===== src/hdl/obs_pkg.sv =====
// ----------------------------------------------------------------------------
// obs_pkg
// Shared constants for the ordered byte set: request codes, field widths and
// the default capacity.
// ----------------------------------------------------------------------------
package obs_pkg;

   localparam int SET_CAPACITY_DEF = 32;

   localparam int TYPE_W  = 2;
   localparam int ITEM_W  = 8;
   localparam int POS_W   = 5;
   localparam int COUNT_W = 6;

   localparam logic [TYPE_W-1:0] REQ_INSERT = 2'd0;
   localparam logic [TYPE_W-1:0] REQ_REMOVE = 2'd1;

endpackage


===== src/hdl/obs_if.sv =====
// ----------------------------------------------------------------------------
// obs_req_if / obs_rsp_if
// Valid/ready channels of the ordered byte set: requests in, results out.
// ----------------------------------------------------------------------------
interface obs_req_if;
   logic       valid;
   logic       ready;
   logic [1:0] req_type;
   logic [7:0] item;

   modport source (output valid, output req_type, output item, input ready);
   modport sink   (input valid, input req_type, input item, output ready);
endinterface

interface obs_rsp_if;
   logic       valid;
   logic       ready;
   logic       found;
   logic [4:0] position;
   logic       overflow;
   logic [5:0] count;

   modport source (output valid, output found, output position, output overflow,
                   output count, input ready);
   modport sink   (input valid, input found, input position, input overflow,
                   input count, output ready);
endinterface


===== src/hdl/obs_ram.sv =====
// ----------------------------------------------------------------------------
// obs_ram
// Generic simple dual-port RAM: one write port, one read port, registered read.
// ----------------------------------------------------------------------------
module obs_ram #(
   parameter  int WIDTH  = 8,
   parameter  int DEPTH  = 32,
   localparam int ADDR_W = (DEPTH > 1) ? $clog2(DEPTH) : 1
) (
   input  logic              clock,
   input  logic              wr_en,
   input  logic [ADDR_W-1:0] wr_addr,
   input  logic [WIDTH-1:0]  wr_data,
   input  logic              rd_en,
   input  logic [ADDR_W-1:0] rd_addr,
   output logic [WIDTH-1:0]  rd_data
);

   logic [WIDTH-1:0] mem_ff [DEPTH];
   logic [WIDTH-1:0] rd_data_ff;

   always_ff @(posedge clock) begin
      if (wr_en) begin
         mem_ff[wr_addr] <= wr_data;
      end
      if (rd_en) begin
         rd_data_ff <= mem_ff[rd_addr];
      end
   end

   assign rd_data = rd_data_ff;

endmodule


===== src/hdl/ordered_byte_set.sv =====
// Every request scans the stored entries in order and stops early on a hit;
// remove then shifts the entries after the hit down by one to close the gap.
// Throughput: one request at a time; the entry RAM read port scans one stored
// entry per cycle.
// Reset (synchronous, active high) empties the set; entry RAM is not cleared.
// ----------------------------------------------------------------------------
// ordered_byte_set
// Bounded set of distinct bytes kept in insertion order, with insert, remove
// and lookup requests. One sequencer scans and shifts the entry RAM.
// ----------------------------------------------------------------------------
module ordered_byte_set #(
   parameter int SET_CAPACITY = obs_pkg::SET_CAPACITY_DEF
) (
   input  logic      clock,
   input  logic      reset,
   obs_req_if.sink   req_port,
   obs_rsp_if.source rsp_port
);

   import obs_pkg::*;

   localparam int AW = (SET_CAPACITY > 1) ? $clog2(SET_CAPACITY) : 1;
   localparam int CW = $clog2(SET_CAPACITY + 1);
   localparam logic [CW-1:0] CAP = CW'(SET_CAPACITY);

   typedef enum logic [3:0] {
      ST_IDLE  = 4'b0001,
      ST_SCAN  = 4'b0010,
      ST_SHIFT = 4'b0100,
      ST_DONE  = 4'b1000
   } state_type;

   state_type         state_ff, state_in;
   logic [CW-1:0]     occ_ff, occ_in;
   logic [CW-1:0]     scan_ff, scan_in;     // next address to read
   logic              cmp_valid_ff, cmp_valid_in;
   logic [AW-1:0]     cmp_idx_ff, cmp_idx_in; // address of data now on rd_data
   logic              found_ff, found_in;
   logic [AW-1:0]     pos_ff, pos_in;
   logic              ovf_ff, ovf_in;
   logic [TYPE_W-1:0] type_ff, type_in;
   logic [ITEM_W-1:0] item_ff, item_in;

   logic               rsp_valid_ff, rsp_valid_in;
   logic               rsp_found_ff, rsp_found_in;
   logic [POS_W-1:0]   rsp_pos_ff, rsp_pos_in;
   logic               rsp_ovf_ff, rsp_ovf_in;
   logic [COUNT_W-1:0] rsp_count_ff, rsp_count_in;

   logic              wr_en, rd_en;
   logic [AW-1:0]     wr_addr, rd_addr;
   logic [ITEM_W-1:0] wr_data, rd_data;
   logic              hit, more;
   logic              load_rsp;

   obs_ram #(
      .WIDTH (ITEM_W),
      .DEPTH (SET_CAPACITY)
   ) u_entries (
      .clock   (clock),
      .wr_en   (wr_en),
      .wr_addr (wr_addr),
      .wr_data (wr_data),
      .rd_en   (rd_en),
      .rd_addr (rd_addr),
      .rd_data (rd_data)
   );

   assign hit  = cmp_valid_ff && (rd_data == item_ff);
   assign more = scan_ff < occ_ff;
   assign load_rsp = (state_ff == ST_DONE) && (!rsp_valid_ff || rsp_port.ready);

   always_comb begin
      state_in     = state_ff;
      occ_in       = occ_ff;
      scan_in      = scan_ff;
      cmp_valid_in = 1'b0;
      cmp_idx_in   = cmp_idx_ff;
      found_in     = found_ff;
      pos_in       = pos_ff;
      ovf_in       = ovf_ff;
      type_in      = type_ff;
      item_in      = item_ff;
      wr_en        = 1'b0;
      wr_addr      = AW'(occ_ff);
      wr_data      = item_ff;
      rd_en        = 1'b0;
      rd_addr      = AW'(scan_ff);

      case (state_ff)
         ST_IDLE: begin
            if (req_port.valid) begin
               type_in  = req_port.req_type;
               item_in  = req_port.item;
               scan_in  = '0;
               found_in = 1'b0;
               pos_in   = '0;
               ovf_in   = 1'b0;
               state_in = ST_SCAN;
            end
         end
         ST_SCAN: begin
            if (!hit && more) begin
               rd_en        = 1'b1;
               cmp_valid_in = 1'b1;
               cmp_idx_in   = AW'(scan_ff);
               scan_in      = scan_ff + 1'b1;
            end else begin
               found_in = hit;
               pos_in   = hit ? cmp_idx_ff : '0;
               state_in = ST_DONE;
               case (type_ff)
                  REQ_INSERT: begin
                     if (occ_ff >= CAP) begin
                        ovf_in = 1'b1;
                     end else if (!hit) begin
                        wr_en  = 1'b1;
                        occ_in = occ_ff + 1'b1;
                     end
                  end
                  REQ_REMOVE: begin
                     if (hit) begin
                        scan_in  = CW'(cmp_idx_ff) + 1'b1;
                        state_in = ST_SHIFT;
                     end
                  end
                  default: begin
                  end
               endcase
            end
         end
         ST_SHIFT: begin
            // read entry k+1 while writing the entry read last cycle (k) to k-1
            if (cmp_valid_ff) begin
               wr_en   = 1'b1;
               wr_addr = cmp_idx_ff - 1'b1;
               wr_data = rd_data;
            end
            if (more) begin
               rd_en        = 1'b1;
               cmp_valid_in = 1'b1;
               cmp_idx_in   = AW'(scan_ff);
               scan_in      = scan_ff + 1'b1;
            end else begin
               occ_in   = occ_ff - 1'b1;
               state_in = ST_DONE;
            end
         end
         ST_DONE: begin
            if (load_rsp) begin
               state_in = ST_IDLE;
            end
         end
         default: begin
            state_in = ST_IDLE;
         end
      endcase
   end

   always_comb begin
      rsp_valid_in = rsp_valid_ff && !rsp_port.ready;
      rsp_found_in = rsp_found_ff;
      rsp_pos_in   = rsp_pos_ff;
      rsp_ovf_in   = rsp_ovf_ff;
      rsp_count_in = rsp_count_ff;
      if (load_rsp) begin
         rsp_valid_in = 1'b1;
         rsp_found_in = found_ff;
         rsp_pos_in   = POS_W'(pos_ff);
         rsp_ovf_in   = ovf_ff;
         rsp_count_in = COUNT_W'(occ_ff);
      end
   end

   always_ff @(posedge clock) begin
      if (reset) begin
         state_ff     <= ST_IDLE;
         occ_ff       <= '0;
         cmp_valid_ff <= 1'b0;
         rsp_valid_ff <= 1'b0;
      end else begin
         state_ff     <= state_in;
         occ_ff       <= occ_in;
         cmp_valid_ff <= cmp_valid_in;
         rsp_valid_ff <= rsp_valid_in;
      end
   end

   always_ff @(posedge clock) begin
      scan_ff      <= scan_in;
      cmp_idx_ff   <= cmp_idx_in;
      found_ff     <= found_in;
      pos_ff       <= pos_in;
      ovf_ff       <= ovf_in;
      type_ff      <= type_in;
      item_ff      <= item_in;
      rsp_found_ff <= rsp_found_in;
      rsp_pos_ff   <= rsp_pos_in;
      rsp_ovf_ff   <= rsp_ovf_in;
      rsp_count_ff <= rsp_count_in;
   end

   assign req_port.ready    = (state_ff == ST_IDLE);
   assign rsp_port.valid    = rsp_valid_ff;
   assign rsp_port.found    = rsp_found_ff;
   assign rsp_port.position = rsp_pos_ff;
   assign rsp_port.overflow = rsp_ovf_ff;
   assign rsp_port.count    = rsp_count_ff;

endmodule


===== src/flat_wrapper.sv =====
// flat-port wrapper written by rule: the top's interface ports become plain ports
module ordered_byte_set_flat import obs_pkg::*;
#(
   parameter int SET_CAPACITY = obs_pkg::SET_CAPACITY_DEF
)
  (clock, reset, req_port_valid, req_port_req_type, req_port_item, req_port_ready, rsp_port_valid, rsp_port_found, rsp_port_position, rsp_port_overflow, rsp_port_count, rsp_port_ready);
  obs_req_if req_port_i ();
  obs_rsp_if rsp_port_i ();
  input  logic clock;
  input  logic reset;
  input wire logic [$bits(req_port_i.valid)-1:0] req_port_valid;
  input wire logic [$bits(req_port_i.req_type)-1:0] req_port_req_type;
  input wire logic [$bits(req_port_i.item)-1:0] req_port_item;
  output wire logic [$bits(req_port_i.ready)-1:0] req_port_ready;
  output wire logic [$bits(rsp_port_i.valid)-1:0] rsp_port_valid;
  output wire logic [$bits(rsp_port_i.found)-1:0] rsp_port_found;
  output wire logic [$bits(rsp_port_i.position)-1:0] rsp_port_position;
  output wire logic [$bits(rsp_port_i.overflow)-1:0] rsp_port_overflow;
  output wire logic [$bits(rsp_port_i.count)-1:0] rsp_port_count;
  input wire logic [$bits(rsp_port_i.ready)-1:0] rsp_port_ready;
  assign req_port_i.valid = req_port_valid;
  assign req_port_i.req_type = req_port_req_type;
  assign req_port_i.item = req_port_item;
  assign req_port_ready = req_port_i.ready;
  assign rsp_port_valid = rsp_port_i.valid;
  assign rsp_port_found = rsp_port_i.found;
  assign rsp_port_position = rsp_port_i.position;
  assign rsp_port_overflow = rsp_port_i.overflow;
  assign rsp_port_count = rsp_port_i.count;
  assign rsp_port_i.ready = rsp_port_ready;
  ordered_byte_set #(.SET_CAPACITY(SET_CAPACITY)) u_core (.clock(clock), .reset(reset), .req_port(req_port_i), .rsp_port(rsp_port_i));
endmodule

===== config.mk =====
export PLATFORM = sky130hd
export DESIGN_NAME = ordered_byte_set_flat
export DESIGN_NICKNAME = d
export VERILOG_FILES = /design/src/hdl/obs_pkg.sv /design/src/hdl/obs_if.sv /design/src/hdl/obs_ram.sv /design/src/hdl/ordered_byte_set.sv /design/src/flat_wrapper.sv
export SDC_FILE = /design/constraint.sdc
export NUM_CORES = 1
export LEC_CHECK = 0
export BUFFER_PORTS_ARGS = -buffer_cell sky130_fd_sc_hd__buf_2
export CORE_MARGIN = 5
export CORE_UTILIZATION = 55
export DETAILED_ROUTE_END_ITERATION = 16
export GPL_ROUTABILITY_DRIVEN = 1
export PLACE_DENSITY = 0.71
export SKIP_LAST_GASP = 1
export SLEW_MARGIN = 20
export SYNTH_ARGS = -nofsm -noshare
export SYNTH_HDL_FRONTEND = slang
export SYNTH_SLANG_ARGS = --single-unit
export TNS_END_PERCENT = 20

===== constraint.sdc =====
create_clock -name clock -period 4.9 [get_ports clock]
set_input_delay 0.49 -clock clock [delete_from_list [all_inputs] [get_ports clock]]
set_output_delay 0.49 -clock clock [all_outputs]
set_load 0.03 [all_outputs]

==> run_results.csv <==
group,metric,value,unit
yosys,yosysWarningCount,0,
hold_path,min_path_cells,1,
clock_tree,cts_hold_buffers,0,
yosys,synth_area_per_cell,19.5,sq um
place,numPortBuffers,28,
floorplan,dieArea,26900,sq um
timing,rsz0062_at_grt,"no",
clock_tree,cts_buffers,29,
yosys,synth_nets,695,
yosys,ys_seq_elements,317,
critical_path,start_kind,"register",
clock_tree,clk_path_buf_depth,3,
yosys,synth_area_leader_cell,"edfxtp_1",
power,p_leak,4.54,nW
critical_path,reg2regPathDepth,7,
yosys,synthAdderAreaFrac,1.30,%
final_layout,num-fill-cells,1618,
yosys,yosysMostFrequentCell,"edfxtp_1",
clock_tree,cts-root-buf,"clkbuf_16",
clock_tree,post-cts-setup-buffers,0,
yosys,synth_compound_area_share,4.29,%
grt,grt_pass1_vias,6611,
clock_tree,path_clk_slew,0.07,ns
grt,grt_util_met1,31.5,%
grt,grt_busiest_layer,"met2",
route,ant_nets,0,
place,post-place-ws,1.51,ns
timing,final_max_slew_viol_count,0,
critical_path,path_class,"register to register",
route,vias,6645,
hold_path,hp-class,"primary input to register",
yosys,syn-instance-count,668,
final_layout,regArea,9400,sq um
grt,grtUsageTotal,22.1,%
timing,slew-limit-headroom,25.4,%
yosys,synthArstFlopShare,0,%
route,drt-pass1-iter-count,5,
final_layout,fin_util,62.1,%
grt,grtUsageMet2,37.2,%
yosys,synth_top_family_by_area,"multiplexers",
floorplan,io-pin-count,29,
critical_path,end_kind,"register",
yosys,synth_simple_gate_area_share,4.36,%
clock_tree,cts_resized,0,
timing,setup_viol,0,
critical_path,critical_path_arrival,3.61,ns
grt,grt_overflow,0,
power,ir_worst_vdd,253,uV
timing,tightest_slew,1.10,ns
place,hpwl,18400,um
route,routedWlPerCell,27.5,um
final_layout,multi_input_area,3480,sq um
critical_path,crit_path_max_fanout,12,
yosys,synth_top_cell_area_share,70.2,%
route,drt_iter0_markers,734,
timing,fmax,0.291,GHz
yosys,synth_commonest_cells,"edfxtp_1, mux4_2, nor2_1, clkbuf_1, nand2_1",
yosys,synthMuxAreaShare,15.3,%
floorplan,floorplan.die.width,164,um
yosys,netlist_area,13100,sq um
final_layout,area_growth,11.3,%
timing,period_needed,3.44,ns
final_layout,drive_gt1_share,25.4,%
timing,skew,0.0197,ns
grt,antenna_found_initial,0,
final_layout,antennaDiodeCount,0,
timing,setup_tns,0,ns
clock_tree,cts_tree,"yes",
floorplan,num_rows,56,
floorplan,start_util,55.8,%
clock_tree,clkSinkCount,317,
route,avgViaCountPerCell,6.36,
grt,grt_max_degree,68,
final_layout,fin_nets,730,
grt,grt_pass1_wl,43300,um
place,gp_congestion,0.877,
grt,met3_usage,2.96,%
yosys,ys_seq_area_share,72.0,%
clock_tree,insertion_delay,0.55,ns
route,routed_wl,28700,um
outcome,status,"finished, final reports clean",
floorplan,die_h,164,um
critical_path,required,5.07,ns
clock_tree,htreeDepth,1,
yosys,post_synth_num_cell_types,56,
yosys,ys_top_cells_by_area,"edfxtp_1, mux4_2, dfxtp_1",
floorplan,core_area,23400,sq um
timing,fin_ws,1.46,ns
timing,post-route-period-util,70.2,%
yosys,synthXorXnorAreaFrac,1.34,%
timing,finalHoldViolCount,0,
route,drcViolationCount,0,
yosys,synth_edf_count,305,
power,pwr_density_cell,419,nW/um^2
flow_run,maxCapViolCount,0,
yosys,synthFlopType,"edfxtp_1",
final timing paths:
kind                                       start                                        to  slack, ns
hold / removal                  req_port_item[0]               u_core.item_ff[0]$_DFFE_PP_       0.11
setup / recovery   u_core.occ_ff[1]$_SDFFE_PP0P_  u_core.u_entries.mem_ff[10][0]$_DFFE_PP_       1.46
hold reg to reg   u_core.pos_ff[2]$_SDFFCE_PN0P_     u_core.rsp_port.position[2]$_DFFE_PP_       0.42
setup reg to reg   u_core.occ_ff[1]$_SDFFE_PP0P_  u_core.u_entries.mem_ff[10][0]$_DFFE_PP_       1.46
routing by layer:
layer | up-vias | share of wire [%]
met5 | - | 0
met4 | 0 | 1.8
met3 | 43 | 8.3
met2 | 373 | 51
met1 | 3396 | 39
li1 | 2833 | -
cells in the final DEF, fill, tap and decap left out, drive strengths merged, types with 8 or more instances in the layout:
| master | n |
|---|---|
| a21oi | 9 |
| clkbuf | 31 |
| clkinv | 13 |
| mux2 | 17 |
| dfxtp | 12 |
| ha | 12 |
| a41oi | 12 |
| inv | 15 |
| xnor2 | 14 |
| buf | 34 |
| nor3 | 11 |
| nand2 | 17 |
| edfxtp | 305 |
| nand3 | 8 |
| o21ai | 10 |
| mux4 | 80 |
| nor2 | 42 |
worst max-delay path: stages (launching register included):
cell     delay [ns]
dfxtp_1        0.54
inv_1          0.22
ha_1           0.32
nand2_1        0.04
o21ai_0        0.21
a311o_1        0.74
a41oi_4        0.37
nor2_1         0.61
state kept, by name (all words and copies together) (netlist names), 5 cells and up:
signal / flops
u_core.pos_ff: 5
u_core.u_entries.mem_ff: 256
u_core.item_ff: 8
u_core.cmp_idx_ff: 5
u_core.rsp_port.count: 6
u_core.scan_ff: 6
u_core.rsp_port.position: 5
u_core.occ_ff: 6
u_core.u_entries.rd_data: 8
power breakdown:
part,switching [W],internal [W]
sequential,0.0000333,0.00303
clock,0.000938,0.00145
combinational,0.000356,0.000286
total,0.00133,0.00476
per-stage QoR:
| stage | hold slack (ns) | total power (W) | std cells | instance area [sq um] |
|---|---|---|---|---|
| 4_1_cts | 0.0877 | 0.00612 | 1044 | 14500 |
| 5_1_grt | 0.0957 | 0.00629 | 1044 | 14500 |
| 2_1_floorplan | 0.400 | 0.00357 | 668 | 13100 |
| 3_5_place_dp | 0.405 | 0.00376 | 991 | 13500 |
| 3_3_place_gp | 0.409 | 0.00376 | 991 | 13500 |
| 6_report | 0.112 | 0.00609 | 1044 | 14500 |
area by class of cell:
type | instances | share of cell area (%)
clock inverter | 22 | 1.94
clock buffer | 31 | 5.05
inverter | 14 | 0.362
tap | 319 | 2.75
timing repair buffer | 34 | 1.27
sequential | 317 | 64.7
multi-input combinational | 307 | 23.9
cell families (layout without fill, tap and decap cells):
family	count (synthesis)	in the layout
DFF	317	317
and+or+nand+nor	112	112
muxes	98	98
AOI/OAI and AO/OA	64	64
adders and majority gates	13	13
xor gates and xnor gates	20	20
buffers and inverters	44	101
(Power assumes the default switching activity.)
